[src/hdl/assert_macros.svh]
// Assertion helpers for the RTL core module.
`ifndef ASSERT_MACROS_SVH
`define ASSERT_MACROS_SVH

// Clocked property with reset disable.
`define ASSERT_CLK(label, prop, msg) \
	label: assert property (@(posedge clk) disable iff (!arst_n) (prop)) else $error(msg);

// Condition that must never be seen at a clock edge.
`define ASSERT_NEVER(label, expr, msg) \
	label: assert property (@(posedge clk) disable iff (!arst_n) !(expr)) else $error(msg);

`endif

[src/hdl/shs_pkg.sv]
`default_nettype none

package shs_pkg;

	localparam int BYTE_TOTAL_W = 61;
	localparam int LEN_W        = 64;
	localparam logic [31:0] PAD_MARK = 32'h8000_0000;

	typedef struct packed {
		logic [31:0] data_word;
		logic [2:0]  valid_bytes;
		logic        last_word;
	} msg_t;

	typedef struct packed {
		logic [31:0] digest_word;
		logic [2:0]  word_index;
		logic        last_of_digest;
	} dig_t;

	// Padding description of one block: words below limit come from the buffer.
	typedef struct packed {
		logic [4:0] limit;
		logic       mark_vld;
		logic [3:0] mark_idx;
		logic       len_vld;
	} pad_t;

	typedef struct packed {
		logic       rd_en;
		logic [3:0] rd_addr;
		logic       shift_en;
		logic [3:0] idx;
		logic       use_mem;
	} sch_ctl_t;

	typedef struct packed {
		logic       rd_en;
		logic [2:0] rd_addr;
		logic       load_shift;
		logic       round_en;
		logic [5:0] round_idx;
		logic       wb_en;
		logic [2:0] wb_addr;
		logic       clr;
	} rnd_ctl_t;

	function automatic logic [31:0] bsig0(input logic [31:0] x);
		return {x[1:0], x[31:2]} ^ {x[12:0], x[31:13]} ^ {x[21:0], x[31:22]};
	endfunction

	function automatic logic [31:0] bsig1(input logic [31:0] x);
		return {x[5:0], x[31:6]} ^ {x[10:0], x[31:11]} ^ {x[24:0], x[31:25]};
	endfunction

	function automatic logic [31:0] ssig0(input logic [31:0] x);
		return {x[6:0], x[31:7]} ^ {x[17:0], x[31:18]} ^ {3'b000, x[31:3]};
	endfunction

	function automatic logic [31:0] ssig1(input logic [31:0] x);
		return {x[16:0], x[31:17]} ^ {x[18:0], x[31:19]} ^ {10'd0, x[31:10]};
	endfunction

	// Final word: keep the used bytes, then the 0x80 marker if it fits.
	function automatic logic [31:0] final_word(input logic [31:0] d, input logic [2:0] nv);
		logic [31:0] r;
		case (nv)
			3'd0:    r = PAD_MARK;
			3'd1:    r = {d[31:24], 8'h80, 16'h0000};
			3'd2:    r = {d[31:16], 8'h80, 8'h00};
			3'd3:    r = {d[31:8], 8'h80};
			default: r = d;
		endcase
		return r;
	endfunction

	function automatic logic [31:0] init_h(input logic [2:0] i);
		logic [31:0] r;
		case (i)
			3'd0:    r = 32'h6A09E667;
			3'd1:    r = 32'hBB67AE85;
			3'd2:    r = 32'h3C6EF372;
			3'd3:    r = 32'hA54FF53A;
			3'd4:    r = 32'h510E527F;
			3'd5:    r = 32'h9B05688C;
			3'd6:    r = 32'h1F83D9AB;
			default: r = 32'h5BE0CD19;
		endcase
		return r;
	endfunction

	function automatic logic [31:0] round_k(input logic [5:0] i);
		logic [31:0] r;
		case (i)
			6'd0:  r = 32'h428A2F98; 6'd1:  r = 32'h71374491;
			6'd2:  r = 32'hB5C0FBCF; 6'd3:  r = 32'hE9B5DBA5;
			6'd4:  r = 32'h3956C25B; 6'd5:  r = 32'h59F111F1;
			6'd6:  r = 32'h923F82A4; 6'd7:  r = 32'hAB1C5ED5;
			6'd8:  r = 32'hD807AA98; 6'd9:  r = 32'h12835B01;
			6'd10: r = 32'h243185BE; 6'd11: r = 32'h550C7DC3;
			6'd12: r = 32'h72BE5D74; 6'd13: r = 32'h80DEB1FE;
			6'd14: r = 32'h9BDC06A7; 6'd15: r = 32'hC19BF174;
			6'd16: r = 32'hE49B69C1; 6'd17: r = 32'hEFBE4786;
			6'd18: r = 32'h0FC19DC6; 6'd19: r = 32'h240CA1CC;
			6'd20: r = 32'h2DE92C6F; 6'd21: r = 32'h4A7484AA;
			6'd22: r = 32'h5CB0A9DC; 6'd23: r = 32'h76F988DA;
			6'd24: r = 32'h983E5152; 6'd25: r = 32'hA831C66D;
			6'd26: r = 32'hB00327C8; 6'd27: r = 32'hBF597FC7;
			6'd28: r = 32'hC6E00BF3; 6'd29: r = 32'hD5A79147;
			6'd30: r = 32'h06CA6351; 6'd31: r = 32'h14292967;
			6'd32: r = 32'h27B70A85; 6'd33: r = 32'h2E1B2138;
			6'd34: r = 32'h4D2C6DFC; 6'd35: r = 32'h53380D13;
			6'd36: r = 32'h650A7354; 6'd37: r = 32'h766A0ABB;
			6'd38: r = 32'h81C2C92E; 6'd39: r = 32'h92722C85;
			6'd40: r = 32'hA2BFE8A1; 6'd41: r = 32'hA81A664B;
			6'd42: r = 32'hC24B8B70; 6'd43: r = 32'hC76C51A3;
			6'd44: r = 32'hD192E819; 6'd45: r = 32'hD6990624;
			6'd46: r = 32'hF40E3585; 6'd47: r = 32'h106AA070;
			6'd48: r = 32'h19A4C116; 6'd49: r = 32'h1E376C08;
			6'd50: r = 32'h2748774C; 6'd51: r = 32'h34B0BCB5;
			6'd52: r = 32'h391C0CB3; 6'd53: r = 32'h4ED8AA4A;
			6'd54: r = 32'h5B9CCA4F; 6'd55: r = 32'h682E6FF3;
			6'd56: r = 32'h748F82EE; 6'd57: r = 32'h78A5636F;
			6'd58: r = 32'h84C87814; 6'd59: r = 32'h8CC70208;
			6'd60: r = 32'h90BEFFFA; 6'd61: r = 32'hA4506CEB;
			6'd62: r = 32'hBEF9A3F7;
			default: r = 32'hC67178F2;
		endcase
		return r;
	endfunction

endpackage

`default_nettype wire

[src/hdl/sha256_stream_hasher_core.sv]
// SHA-256 over a stream of big-endian 32-bit words. A word that does not end
// the message is accepted with no hold-off, except the sixteenth word of a
// block, after which the input is held off while the block is compressed: the
// eight chaining words are read out of their memory, 64 rounds run at one per
// cycle, and the chain is added and written back. The final word takes one or
// two such compressions (two when the padding does not leave room for the
// length), then the eight digest words are read from the chaining memory one
// at a time, each waiting in the output register for its transfer; the next
// message is taken as soon as the last word is loaded there. The sustained
// rate is set by the single round unit and the serial load and write-back of
// the chaining words.
`default_nettype none

`include "assert_macros.svh"

module sha256_stream_hasher_core (
	input  wire logic          clk,
	input  wire logic          arst_n,
	input  wire logic          msg_valid,
	output logic               msg_ready,
	input  wire shs_pkg::msg_t msg,
	output logic               dig_valid,
	input  wire logic          dig_ready,
	output shs_pkg::dig_t      dig
);

	localparam logic [2:0] ST_IDLE  = 3'd0;
	localparam logic [2:0] ST_LOAD  = 3'd1;
	localparam logic [2:0] ST_ROUND = 3'd2;
	localparam logic [2:0] ST_WB    = 3'd3;
	localparam logic [2:0] ST_ORD   = 3'd4;
	localparam logic [2:0] ST_OCAP  = 3'd5;

	logic [2:0]                       state_q;
	logic [6:0]                       cnt_q;
	logic [3:0]                       fill_q;
	logic [shs_pkg::BYTE_TOTAL_W-1:0] total_q;
	logic                             final_q;
	logic                             blk2_q;
	logic [2:0]                       oidx_q;
	logic                             out_vld_q;
	shs_pkg::dig_t                    out_q;
	shs_pkg::pad_t                    pad_q;
	shs_pkg::pad_t                    pad2_q;
	logic [shs_pkg::LEN_W-1:0]        len_q;

	logic                             acc;
	logic [2:0]                       nv_sat;
	logic                             nv4;
	logic [shs_pkg::BYTE_TOTAL_W-1:0] total_fin;
	shs_pkg::pad_t                    pad1_d;
	shs_pkg::pad_t                    pad2_d;
	shs_pkg::pad_t                    pad_full;
	logic                             out_free;
	logic [31:0]                      blk_wdata;
	logic [31:0]                      w;
	logic [31:0]                      chain_data;
	shs_pkg::sch_ctl_t                sch_ctl;
	shs_pkg::rnd_ctl_t                rnd_ctl;

	assign msg_ready = (state_q == ST_IDLE);
	assign acc       = msg_valid && msg_ready;
	assign dig_valid = out_vld_q;
	assign dig       = out_q;
	assign out_free  = !out_vld_q || dig_ready;

	assign nv_sat    = (msg.valid_bytes > 3'd4) ? 3'd4 : msg.valid_bytes;
	assign nv4       = (nv_sat == 3'd4);
	assign total_fin = total_q + {{(shs_pkg::BYTE_TOTAL_W-3){1'b0}}, nv_sat};
	assign blk_wdata = msg.last_word ? shs_pkg::final_word(msg.data_word, nv_sat)
		: msg.data_word;

	always_comb begin
		pad1_d.limit    = {1'b0, fill_q} + 5'd1;
		pad1_d.mark_vld = nv4 && (fill_q != 4'd15);
		pad1_d.mark_idx = fill_q + 4'd1;
		pad1_d.len_vld  = nv4 ? (fill_q <= 4'd12) : (fill_q <= 4'd13);
		pad2_d.limit    = 5'd0;
		pad2_d.mark_vld = nv4 && (fill_q == 4'd15);
		pad2_d.mark_idx = 4'd0;
		pad2_d.len_vld  = 1'b1;
		pad_full.limit    = 5'd16;
		pad_full.mark_vld = 1'b0;
		pad_full.mark_idx = 4'd0;
		pad_full.len_vld  = 1'b0;
	end

	always_comb begin
		sch_ctl.rd_en    = 1'b0;
		sch_ctl.rd_addr  = 4'd0;
		sch_ctl.shift_en = (state_q == ST_ROUND);
		sch_ctl.idx      = cnt_q[3:0];
		sch_ctl.use_mem  = (cnt_q < 7'd16);
		if (state_q == ST_LOAD && cnt_q == 7'd8) begin
			sch_ctl.rd_en = 1'b1;
		end else if (state_q == ST_ROUND && cnt_q < 7'd15) begin
			sch_ctl.rd_en   = 1'b1;
			sch_ctl.rd_addr = cnt_q[3:0] + 4'd1;
		end
	end

	always_comb begin
		rnd_ctl.rd_en      = 1'b0;
		rnd_ctl.rd_addr    = cnt_q[2:0];
		rnd_ctl.load_shift = (state_q == ST_LOAD) && (cnt_q != 7'd0);
		rnd_ctl.round_en   = (state_q == ST_ROUND);
		rnd_ctl.round_idx  = cnt_q[5:0];
		rnd_ctl.wb_en      = (state_q == ST_WB) && (cnt_q != 7'd0);
		rnd_ctl.wb_addr    = cnt_q[2:0] - 3'd1;
		rnd_ctl.clr        = (state_q == ST_OCAP) && (oidx_q == 3'd7);
		if ((state_q == ST_LOAD || state_q == ST_WB) && cnt_q < 7'd8) begin
			rnd_ctl.rd_en = 1'b1;
		end else if (state_q == ST_ORD && out_free) begin
			rnd_ctl.rd_en   = 1'b1;
			rnd_ctl.rd_addr = oidx_q;
		end
	end

	shs_sched u_sched (
		.clk      (clk),
		.ctl      (sch_ctl),
		.wr_en    (acc),
		.wr_addr  (fill_q),
		.wr_data  (blk_wdata),
		.pad      (pad_q),
		.len_bits (len_q),
		.w        (w)
	);

	shs_round u_round (
		.clk        (clk),
		.arst_n     (arst_n),
		.ctl        (rnd_ctl),
		.w          (w),
		.chain_data (chain_data)
	);

	always_ff @(posedge clk or negedge arst_n) begin
		if (!arst_n) begin
			state_q   <= ST_IDLE;
			cnt_q     <= '0;
			fill_q    <= '0;
			total_q   <= '0;
			final_q   <= 1'b0;
			blk2_q    <= 1'b0;
			oidx_q    <= '0;
			out_vld_q <= 1'b0;
		end else begin
			if (dig_valid && dig_ready) begin
				out_vld_q <= 1'b0;
			end
			case (state_q)
				ST_IDLE: begin
					if (acc) begin
						cnt_q <= '0;
						if (msg.last_word) begin
							fill_q  <= '0;
							total_q <= '0;
							final_q <= 1'b1;
							blk2_q  <= !pad1_d.len_vld;
							state_q <= ST_LOAD;
						end else begin
							fill_q  <= fill_q + 4'd1;
							total_q <= total_q + {{(shs_pkg::BYTE_TOTAL_W-3){1'b0}}, 3'd4};
							final_q <= 1'b0;
							blk2_q  <= 1'b0;
							if (fill_q == 4'd15) begin
								state_q <= ST_LOAD;
							end
						end
					end
				end
				ST_LOAD: begin
					if (cnt_q == 7'd8) begin
						cnt_q   <= '0;
						state_q <= ST_ROUND;
					end else begin
						cnt_q <= cnt_q + 7'd1;
					end
				end
				ST_ROUND: begin
					if (cnt_q == 7'd63) begin
						cnt_q   <= '0;
						state_q <= ST_WB;
					end else begin
						cnt_q <= cnt_q + 7'd1;
					end
				end
				ST_WB: begin
					if (cnt_q == 7'd8) begin
						cnt_q <= '0;
						if (blk2_q) begin
							blk2_q  <= 1'b0;
							state_q <= ST_LOAD;
						end else if (final_q) begin
							oidx_q  <= '0;
							state_q <= ST_ORD;
						end else begin
							state_q <= ST_IDLE;
						end
					end else begin
						cnt_q <= cnt_q + 7'd1;
					end
				end
				ST_ORD: begin
					if (out_free) begin
						state_q <= ST_OCAP;
					end
				end
				ST_OCAP: begin
					out_vld_q <= 1'b1;
					if (oidx_q == 3'd7) begin
						final_q <= 1'b0;
						state_q <= ST_IDLE;
					end else begin
						oidx_q  <= oidx_q + 3'd1;
						state_q <= ST_ORD;
					end
				end
				default: begin
					state_q <= ST_IDLE;
				end
			endcase
		end
	end

	always_ff @(posedge clk) begin
		if (acc) begin
			if (msg.last_word) begin
				pad_q  <= pad1_d;
				pad2_q <= pad2_d;
				len_q  <= {total_fin, 3'b000};
			end else begin
				pad_q <= pad_full;
			end
		end else if (state_q == ST_WB && cnt_q == 7'd8 && blk2_q) begin
			pad_q <= pad2_q;
		end
		if (state_q == ST_OCAP) begin
			out_q.digest_word    <= chain_data;
			out_q.word_index     <= oidx_q;
			out_q.last_of_digest <= (oidx_q == 3'd7);
		end
	end

	`ASSERT_NEVER(a_out_overwrite, (state_q == ST_OCAP) && dig_valid, "digest register overwritten before transfer")
	`ASSERT_CLK(a_round_to_wb, (state_q == ST_ROUND) && (cnt_q == 7'd63) |=> (state_q == ST_WB), "round count did not end in write-back")
	`ASSERT_CLK(a_final_starts, acc && msg.last_word |=> (state_q == ST_LOAD) && (fill_q == 4'd0), "final word did not start compression")
	`ASSERT_CLK(a_last_flag, dig_valid |-> (dig.last_of_digest == (dig.word_index == 3'd7)), "last flag does not match word index")
	`ASSERT_CLK(a_wrap_compress, acc && !msg.last_word && (fill_q == 4'd15) |=> (state_q == ST_LOAD), "full block not compressed")

endmodule

`default_nettype wire

[src/hdl/shs_sched.sv]
`default_nettype none

// Block buffer memory and message schedule window.
module shs_sched (
	input  wire logic                clk,
	input  wire shs_pkg::sch_ctl_t   ctl,
	input  wire logic                wr_en,
	input  wire logic [3:0]          wr_addr,
	input  wire logic [31:0]         wr_data,
	input  wire shs_pkg::pad_t       pad,
	input  wire logic [63:0]         len_bits,
	output logic [31:0]              w
);

	logic [31:0] mem [16];
	logic [31:0] rd_q;
	logic [31:0] win_q [16];
	logic [31:0] gen_word;

	always_ff @(posedge clk) begin
		if (wr_en) begin
			mem[wr_addr] <= wr_data;
		end
		if (ctl.rd_en) begin
			rd_q <= mem[ctl.rd_addr];
		end
	end

	always_comb begin
		if ({1'b0, ctl.idx} < pad.limit) begin
			gen_word = rd_q;
		end else if (pad.mark_vld && (ctl.idx == pad.mark_idx)) begin
			gen_word = shs_pkg::PAD_MARK;
		end else if (pad.len_vld && (ctl.idx == 4'd14)) begin
			gen_word = len_bits[63:32];
		end else if (pad.len_vld && (ctl.idx == 4'd15)) begin
			gen_word = len_bits[31:0];
		end else begin
			gen_word = '0;
		end
	end

	always_comb begin
		if (ctl.use_mem) begin
			w = gen_word;
		end else begin
			w = win_q[0] + shs_pkg::ssig0(win_q[1]) + win_q[9] + shs_pkg::ssig1(win_q[14]);
		end
	end

	always_ff @(posedge clk) begin
		if (ctl.shift_en) begin
			for (int i = 0; i < 15; i++) begin
				win_q[i] <= win_q[i + 1];
			end
			win_q[15] <= w;
		end
	end

endmodule

`default_nettype wire

[src/hdl/shs_round.sv]
`default_nettype none

// Chaining memory and the round datapath.
module shs_round (
	input  wire logic               clk,
	input  wire logic               arst_n,
	input  wire shs_pkg::rnd_ctl_t  ctl,
	input  wire logic [31:0]        w,
	output logic [31:0]             chain_data
);

	logic [31:0] mem [8];
	logic [31:0] rd_q;
	logic        rd_vld_q;
	logic [2:0]  rd_addr_q;
	logic [7:0]  vld_q;
	logic [31:0] v_q [8];
	logic [31:0] t1;
	logic [31:0] t2;

	assign chain_data = rd_vld_q ? rd_q : shs_pkg::init_h(rd_addr_q);

	always_ff @(posedge clk) begin
		if (ctl.rd_en) begin
			rd_q      <= mem[ctl.rd_addr];
			rd_vld_q  <= vld_q[ctl.rd_addr];
			rd_addr_q <= ctl.rd_addr;
		end
		if (ctl.wb_en) begin
			mem[ctl.wb_addr] <= chain_data + v_q[0];
		end
	end

	// Entries not yet written since the last digest read as the initial hash.
	always_ff @(posedge clk or negedge arst_n) begin
		if (!arst_n) begin
			vld_q <= '0;
		end else if (ctl.clr) begin
			vld_q <= '0;
		end else if (ctl.wb_en) begin
			vld_q[ctl.wb_addr] <= 1'b1;
		end
	end

	always_comb begin
		t1 = v_q[7] + shs_pkg::bsig1(v_q[4]) + ((v_q[4] & v_q[5]) ^ (~v_q[4] & v_q[6]))
			+ shs_pkg::round_k(ctl.round_idx) + w;
		t2 = shs_pkg::bsig0(v_q[0])
			+ ((v_q[0] & v_q[1]) ^ (v_q[0] & v_q[2]) ^ (v_q[1] & v_q[2]));
	end

	always_ff @(posedge clk) begin
		if (ctl.load_shift) begin
			for (int i = 0; i < 7; i++) begin
				v_q[i] <= v_q[i + 1];
			end
			v_q[7] <= chain_data;
		end else if (ctl.round_en) begin
			v_q[7] <= v_q[6];
			v_q[6] <= v_q[5];
			v_q[5] <= v_q[4];
			v_q[4] <= v_q[3] + t1;
			v_q[3] <= v_q[2];
			v_q[2] <= v_q[1];
			v_q[1] <= v_q[0];
			v_q[0] <= t1 + t2;
		end else if (ctl.wb_en) begin
			for (int i = 0; i < 7; i++) begin
				v_q[i] <= v_q[i + 1];
			end
			v_q[7] <= v_q[0];
		end
	end

endmodule

`default_nettype wire

[config.mk]
export PLATFORM = sky130hd
export DESIGN_NAME = sha256_stream_hasher_core
export DESIGN_NICKNAME = d
export VERILOG_FILES = /design/src/hdl/shs_pkg.sv /design/src/hdl/sha256_stream_hasher_core.sv /design/src/hdl/shs_sched.sv /design/src/hdl/shs_round.sv
export VERILOG_INCLUDE_DIRS = /design/src /design/src/hdl
export SDC_FILE = /design/constraint.sdc
export NUM_CORES = 2
export LEC_CHECK = 0
export ABC_CLOCK_PERIOD_IN_PS = 17900
export BUFFER_PORTS_ARGS = -buffer_cell sky130_fd_sc_hd__buf_2
export CAP_MARGIN = 20
export CORE_ASPECT_RATIO = 0.5
export CORE_MARGIN = 10
export CORE_UTILIZATION = 64
export CTS_CLUSTER_SIZE = 8
export DETAILED_ROUTE_END_ITERATION = 16
export MAX_ROUTING_LAYER = met4
export PLACE_DENSITY = 0.85
export SLEW_MARGIN = 30
export SYNTH_ARGS = -nofsm -noshare
export SYNTH_HDL_FRONTEND = slang
export SYNTH_SLANG_ARGS = --single-unit
[constraint.sdc]
create_clock -name clk -period 17.9 [get_ports clk]
set_input_delay 0 -clock clk [delete_from_list [all_inputs] [get_ports clk]]
set_output_delay 0 -clock clk [all_outputs]
set_load 0.02 [all_outputs]
# Word level (Yosys, flattened, before mapping)
# Memory sizes are Yosys's and may differ from the RTL's. A register that Yosys moved wholly into a read port is not among the register bits.
# Index checks and enable logic that the tools add are counted.
# classes
add_sub_neg	19
n_lt_le_gt_ge	10
eq_ne	33
mux	87
bitwise_logic	34
n_reduce_logical	40
# ops
operator	count
$mux 32	23
$add 32x32->32	11
$xor 32x32->32	9
$pmux 32 s7	1
$and 32x32->32	5
$pmux 32 s4	1
$add 61x3->61	1
$add 61x3->61 const B	1
$mux 61	1
$mux 3	16
$mux 11	3
$not 32->32	1
$xor 32x22->32	1
$xor 32x29->32	1
$mux 1	26
$eq 3x3->1 const B	7
$mux 7	3
$pmux 7 s3	1
$eq 3x2->1 const B	6
$pmux 3 s6	1
$logic_and 1x1->1	17
$mux 8	2
$or 1x1->1	16
$lt 7x4->1 const B	2
other kinds (38)	67
# totals
reg_bits	202
mem_bits_rw	1536
mem_bits_ro	2048
inputBits	40
out_inout_bits	38
elab_cells	248
mem_count	5
# memory_table
name	depth	word_bits	rd	rd_clocked_by_memory_dff	write_ports	line_no	text
(name not given)	64	32	1	0	0	shs_pkg.sv:94	case (i)
u_sched.mem	16	32	1	1	1	shs_sched.sv:15	logic [31:0] mem [16];
u_sched.win_q	16	32	16	0	16	shs_sched.sv:17	logic [31:0] win_q [16];
u_round.mem	8	32	1	1	1	shs_round.sv:12	logic [31:0] mem [8];
u_round.v_q	8	32	8	0	8	shs_round.sv:17	logic [31:0] v_q [8];

# Depth between registers and ports, before layout
# depth
ltp_word	11
ltp_mapped	44
depth_no_buf	44

# By module
# Synthesis repeated with hierarchy kept, for this count alone.
# unflattened
cells_unflattened	6229
hier_area_um2	86467.9
# modules_own_cells
module	instances	cells_each	area_per_inst_um2	seq_area_each_um2
shs_sched	1	1959	41013.1	31710.4
shs_round	1	3437	36428.7	16656.0
sha256_stream_hasher_core	1	833	9026.2	5129.9

# Worst setup path after synthesis
# Ideal clock, no wire load.
# synth_path
kind	reg-to-reg
startpoint	register state_q[1]
endpoint	memory u_sched.win_q[0][0] (enable)
setup_time_ns	1.076
arrival_time_ns	15.261
required_ns	16.824
setup_slack_ns	1.562
stages_incl_launch_ff	8
path_buffers	4
synth_period_minus_slack_ns	16.338
path_cell_list	dfrtp_1 buf_2 nand2_1 or2_1 clkbuf_1 inv_2 clkbuf_1 clkbuf_1
# synth_lines
item	line_no	text
start: declaration	sha256_stream_hasher_core.sv:34	logic [2:0] state_q;
start signal: assignment	sha256_stream_hasher_core.sv:140	state_q <= ST_IDLE;
start signal: assignment	sha256_stream_hasher_core.sv:161	state_q <= ST_LOAD;
start signal: assignment	sha256_stream_hasher_core.sv:168	state_q <= ST_LOAD;
end: declaration	shs_sched.sv:17	

==> run metrics <==
register bit count reported by yosys=between 1500 and 2000; Synth Flop Type=edfxtp_1; Hold Path Depth=2; count of standard-cell rows=95; RSZ-0062 raised after global routing=no; slew margin rel.=0.2594; Post-CTS Resized=0; most common cell type on the critical path=inv_1; Cell Area, Synth=approximately 88000 um2; Internal Pwr Total=roughly 7300 uW; Seq/Total Area, Yosys=0.6112; power density over the cells=~94 nW/um2; Net Switching=~1900 uW; largest net degree at the start of global routing=around 200; hold_buf cts=between 40 and 50; Logic pwr share=0.005; Die Outline Area=approximately 150000 um2; layout cells sized above 1=0.09737; register share of total power=0.496; Post-DRT Antenna Nets=0; FILL cells=about 8500; syn nets=between 7000 and 8000; GRT Resource Usage Total=0.3452; hold_ws=62.75 ps; largest voltage drop on the vdd net=0.1362 mV; Longest Clk Path Bufs=4; Reg clk slew, reported paths=about 60 ps; number of detailed-route iterations in the first pass=7; count of boundary I/O pins=78; clock tree skew after final layout=52.50 ps; final design utilization=0.7238; wire length of the first global-routing pass=roughly 380000 um; class of the worst hold path=primary input to register; Data arrival, critical path=11900 ps; Clock power frac=0.499; overall routed net length=around 260000 um; mean instance size in the synthesized netlist=around 12 um2; number of buffers added on ports=77; starting density of the core=0.6482; final setup violation count=0; cell with the largest stage delay on the worst path=dfrtp_4; violation count after the first detailed-route iteration=8990; fraction of power spent switching nets=0.2019; clock latency on the worst-skew pair=between 800 and 900 ps; leading cell types in the layout, fill and taps excluded=edfxtp_1 (1709), nand2_1 (1295), o21ai_0 (362); final standard cell count with taps included and fillers excluded=around 9200; last weighted congestion value of the routability-driven placer=slightly above 1; Crit Path Class=register to register; Worst setup EP type=register; number of enable-type register cells in the synthesized netlist=1709; DRC errors left=0; share of the cycle needed by the critical path after routing=0.6353; synth unique cells=85; Critical Path Start Type=register; post-CTS setup-driven buffer insertion count=0; crit-path max FO=45; clock sink count=roughly 1800; maximum single-stage delay on the critical path=~740 ps; most common cell after layout, fill and taps aside=edfxtp_1; share of synthesized registers carrying an async set or reset=0.04844; x dimension of the die=roughly 540 um; number of antenna violations at the first check in global routing=10; Post-DP HPWL=167700 um; area of the core=about 140000 um2; Clock Root Buffer=clkbuf_16; via count of the first global-routing pass=between 50000 and 60000; number of cell instances on the worst register-to-register path=38; count of mapped cells out of synthesis=approximately 7200; routed wirelength normalized by instance count=~28 um; Via Count=between 60000 and 70000; Required @ worst endpoint=~18000 ps; ratio of routed vias to standard cells=between 6 and 7; Fin. Hold Viols=0; Max Cap Viol=0; synthesis warning total=0; Area growth syn-to-layout=11.67%; final setup TNS=0 ps; number of nets at the end of the flow=7776; Clock H-tree levels=5; chip height=approximately 280 um; Final Power=a little over 9000 uW; minimum period implied by the final worst setup slack=about 11000 ps; Max Clk Rate=~90 MHz; Inserted Clock Buffers=roughly 270; actual slew at the worst max-slew pin=roughly 1100 ps; residual overflow from global routing=0; CTS tree=yes; leakage power total=0.03828 uW; pins over their slew limit=0; cell count after placement=8833; run status=complete, no violations
logic make-up (layout without fill, tap and decap cells):
| logic type | Yosys count | after routing | synth area share |
|---|---|---|---|
| buffers and inverters | 727 | 909 | 0.03151 |
| DFF | 1796 | 1796 | 0.6112 |
| muxes | 221 | 221 | 0.02953 |
| other | 1 | 12 | 0.00004285 |
| adders and majority gates | 402 | 402 | 0.07311 |
| and+or+nand+nor | 2417 | 2417 | 0.1206 |
| AOI/OAI and AO/OA | 1198 | 1198 | 0.08582 |
| xor gates and xnor gates | 481 | 481 | 0.04813 |
power by group through the flow:
stage          Combinational, uW  Sequential (uW)  Clock [uW]
3_3_place_gp                38.3             4640           0
5_1_grt                     52.9             4560        4760
4_1_cts                     47.4             4570        4570
3_5_place_dp                39.4             4640           0
2_1_floorplan               16.3             4640           0
6_report                    49.1             4560        4590
Yosys cell counts (all sizes together) (28+ instances only):
| cell | number | area (um2) |
|---|---|---|
| a211oi | 77 | 590.6 |
| a21o | 114 | 858.3 |
| a21oi | 264 | 1325 |
| a22oi | 28 | 210.2 |
| a31oi | 93 | 588.1 |
| and2 | 32 | 200.2 |
| and3 | 76 | 475.5 |
| buf | 67 | 277.8 |
| clkbuf | 335 | 1260 |
| dfrtp | 87 | 2177 |
| edfxtp | 1709 | 51320 |
| fa | 188 | 3764 |
| ha | 197 | 2465 |
| inv | 325 | 1220 |
| mux2 | 98 | 1104 |
| mux2i | 103 | 1031 |
| nand2 | 1298 | 4872 |
| nand2b | 47 | 294.0 |
| nand3 | 309 | 1551 |
| nand4 | 71 | 450.4 |
| nor2 | 370 | 1389 |
| nor2b | 44 | 275.3 |
| nor3 | 70 | 366.6 |
| o21a | 34 | 255.2 |
| o21ai | 380 | 1902 |
| o31ai | 30 | 244.0 |
| or3 | 34 | 212.7 |
| xnor2 | 341 | 2987 |
| xor2 | 140 | 1226 |
area by class of cell:
cell class,count,area [um2],area share
diodes,11,27.53,0.0002816
multi-input cells,4720,31630,0.3237
repair buffers,241,1784,0.01826
clock buffers,324,7033,0.07196
flip-flops and latches,1796,53510,0.5475
inverters,325,1230,0.01258
well taps,1794,2245,0.02297
clock inverters,19,272.8,0.002791
per-stage QoR:
step / area [um2] / setup slack, ps
global route: 97730 / 6136
finish: 97730 / 6528
CTS: 97620 / 6919
global placement: 89860 / 7074
floorplan: 87520 / 1562
detailed placement: 89880 / 6916
worst max-delay path, delay by kind of cell, from the launching register on:
family | cells | cell delay, ps
flops | 1 | 740
compound gates | 15 | 4680
fa+ha+maj | 7 | 2870
simple gates | 8 | 1480
buf+inv | 7 | 1000
xor+xnor | 1 | 260
state kept, by name, summed over array words and instances, names as in the netlist, 3 cells and up:
name               count
oidx_q                 3
u_round.v_q          256
u_round.vld_q          8
u_round.rd_q          32
state_q                3
u_sched.win_q        512
u_round.rd_addr_q      3
cnt_q                  7
fill_q                 4
u_sched.mem          512
dig                   36
len_q                 61
total_q               59
pad_q                  7
u_round.mem          256
u_sched.rd_q          32
final timing paths:
path                                      start                   end  slack [ps]
max                                    cnt_q[0]    u_round.v_q[0][29]        6530
max reg2reg                            cnt_q[0]    u_round.v_q[0][29]        6530
min in group asynchronous                arst_n            total_q[5]         340
max in group asynchronous                arst_n              cnt_q[0]       16750
min reg2reg                u_sched.win_q[3][14]  u_sched.win_q[2][14]         410
min                                      msg[1]    u_sched.mem[3][23]          60
routing by layer:
layer | global-route usage | wire [um] | vias up
met1 | 0.4627 | 98290 | 29609
met2 | 0.4987 | 113700 | 4551
li1 | - | - | 26067
met5 | - | 0 | -
met3 | 0.1042 | 37320 | 808
met4 | 0.1338 | 12780 | 0
Power figures use the tool's default switching activity.
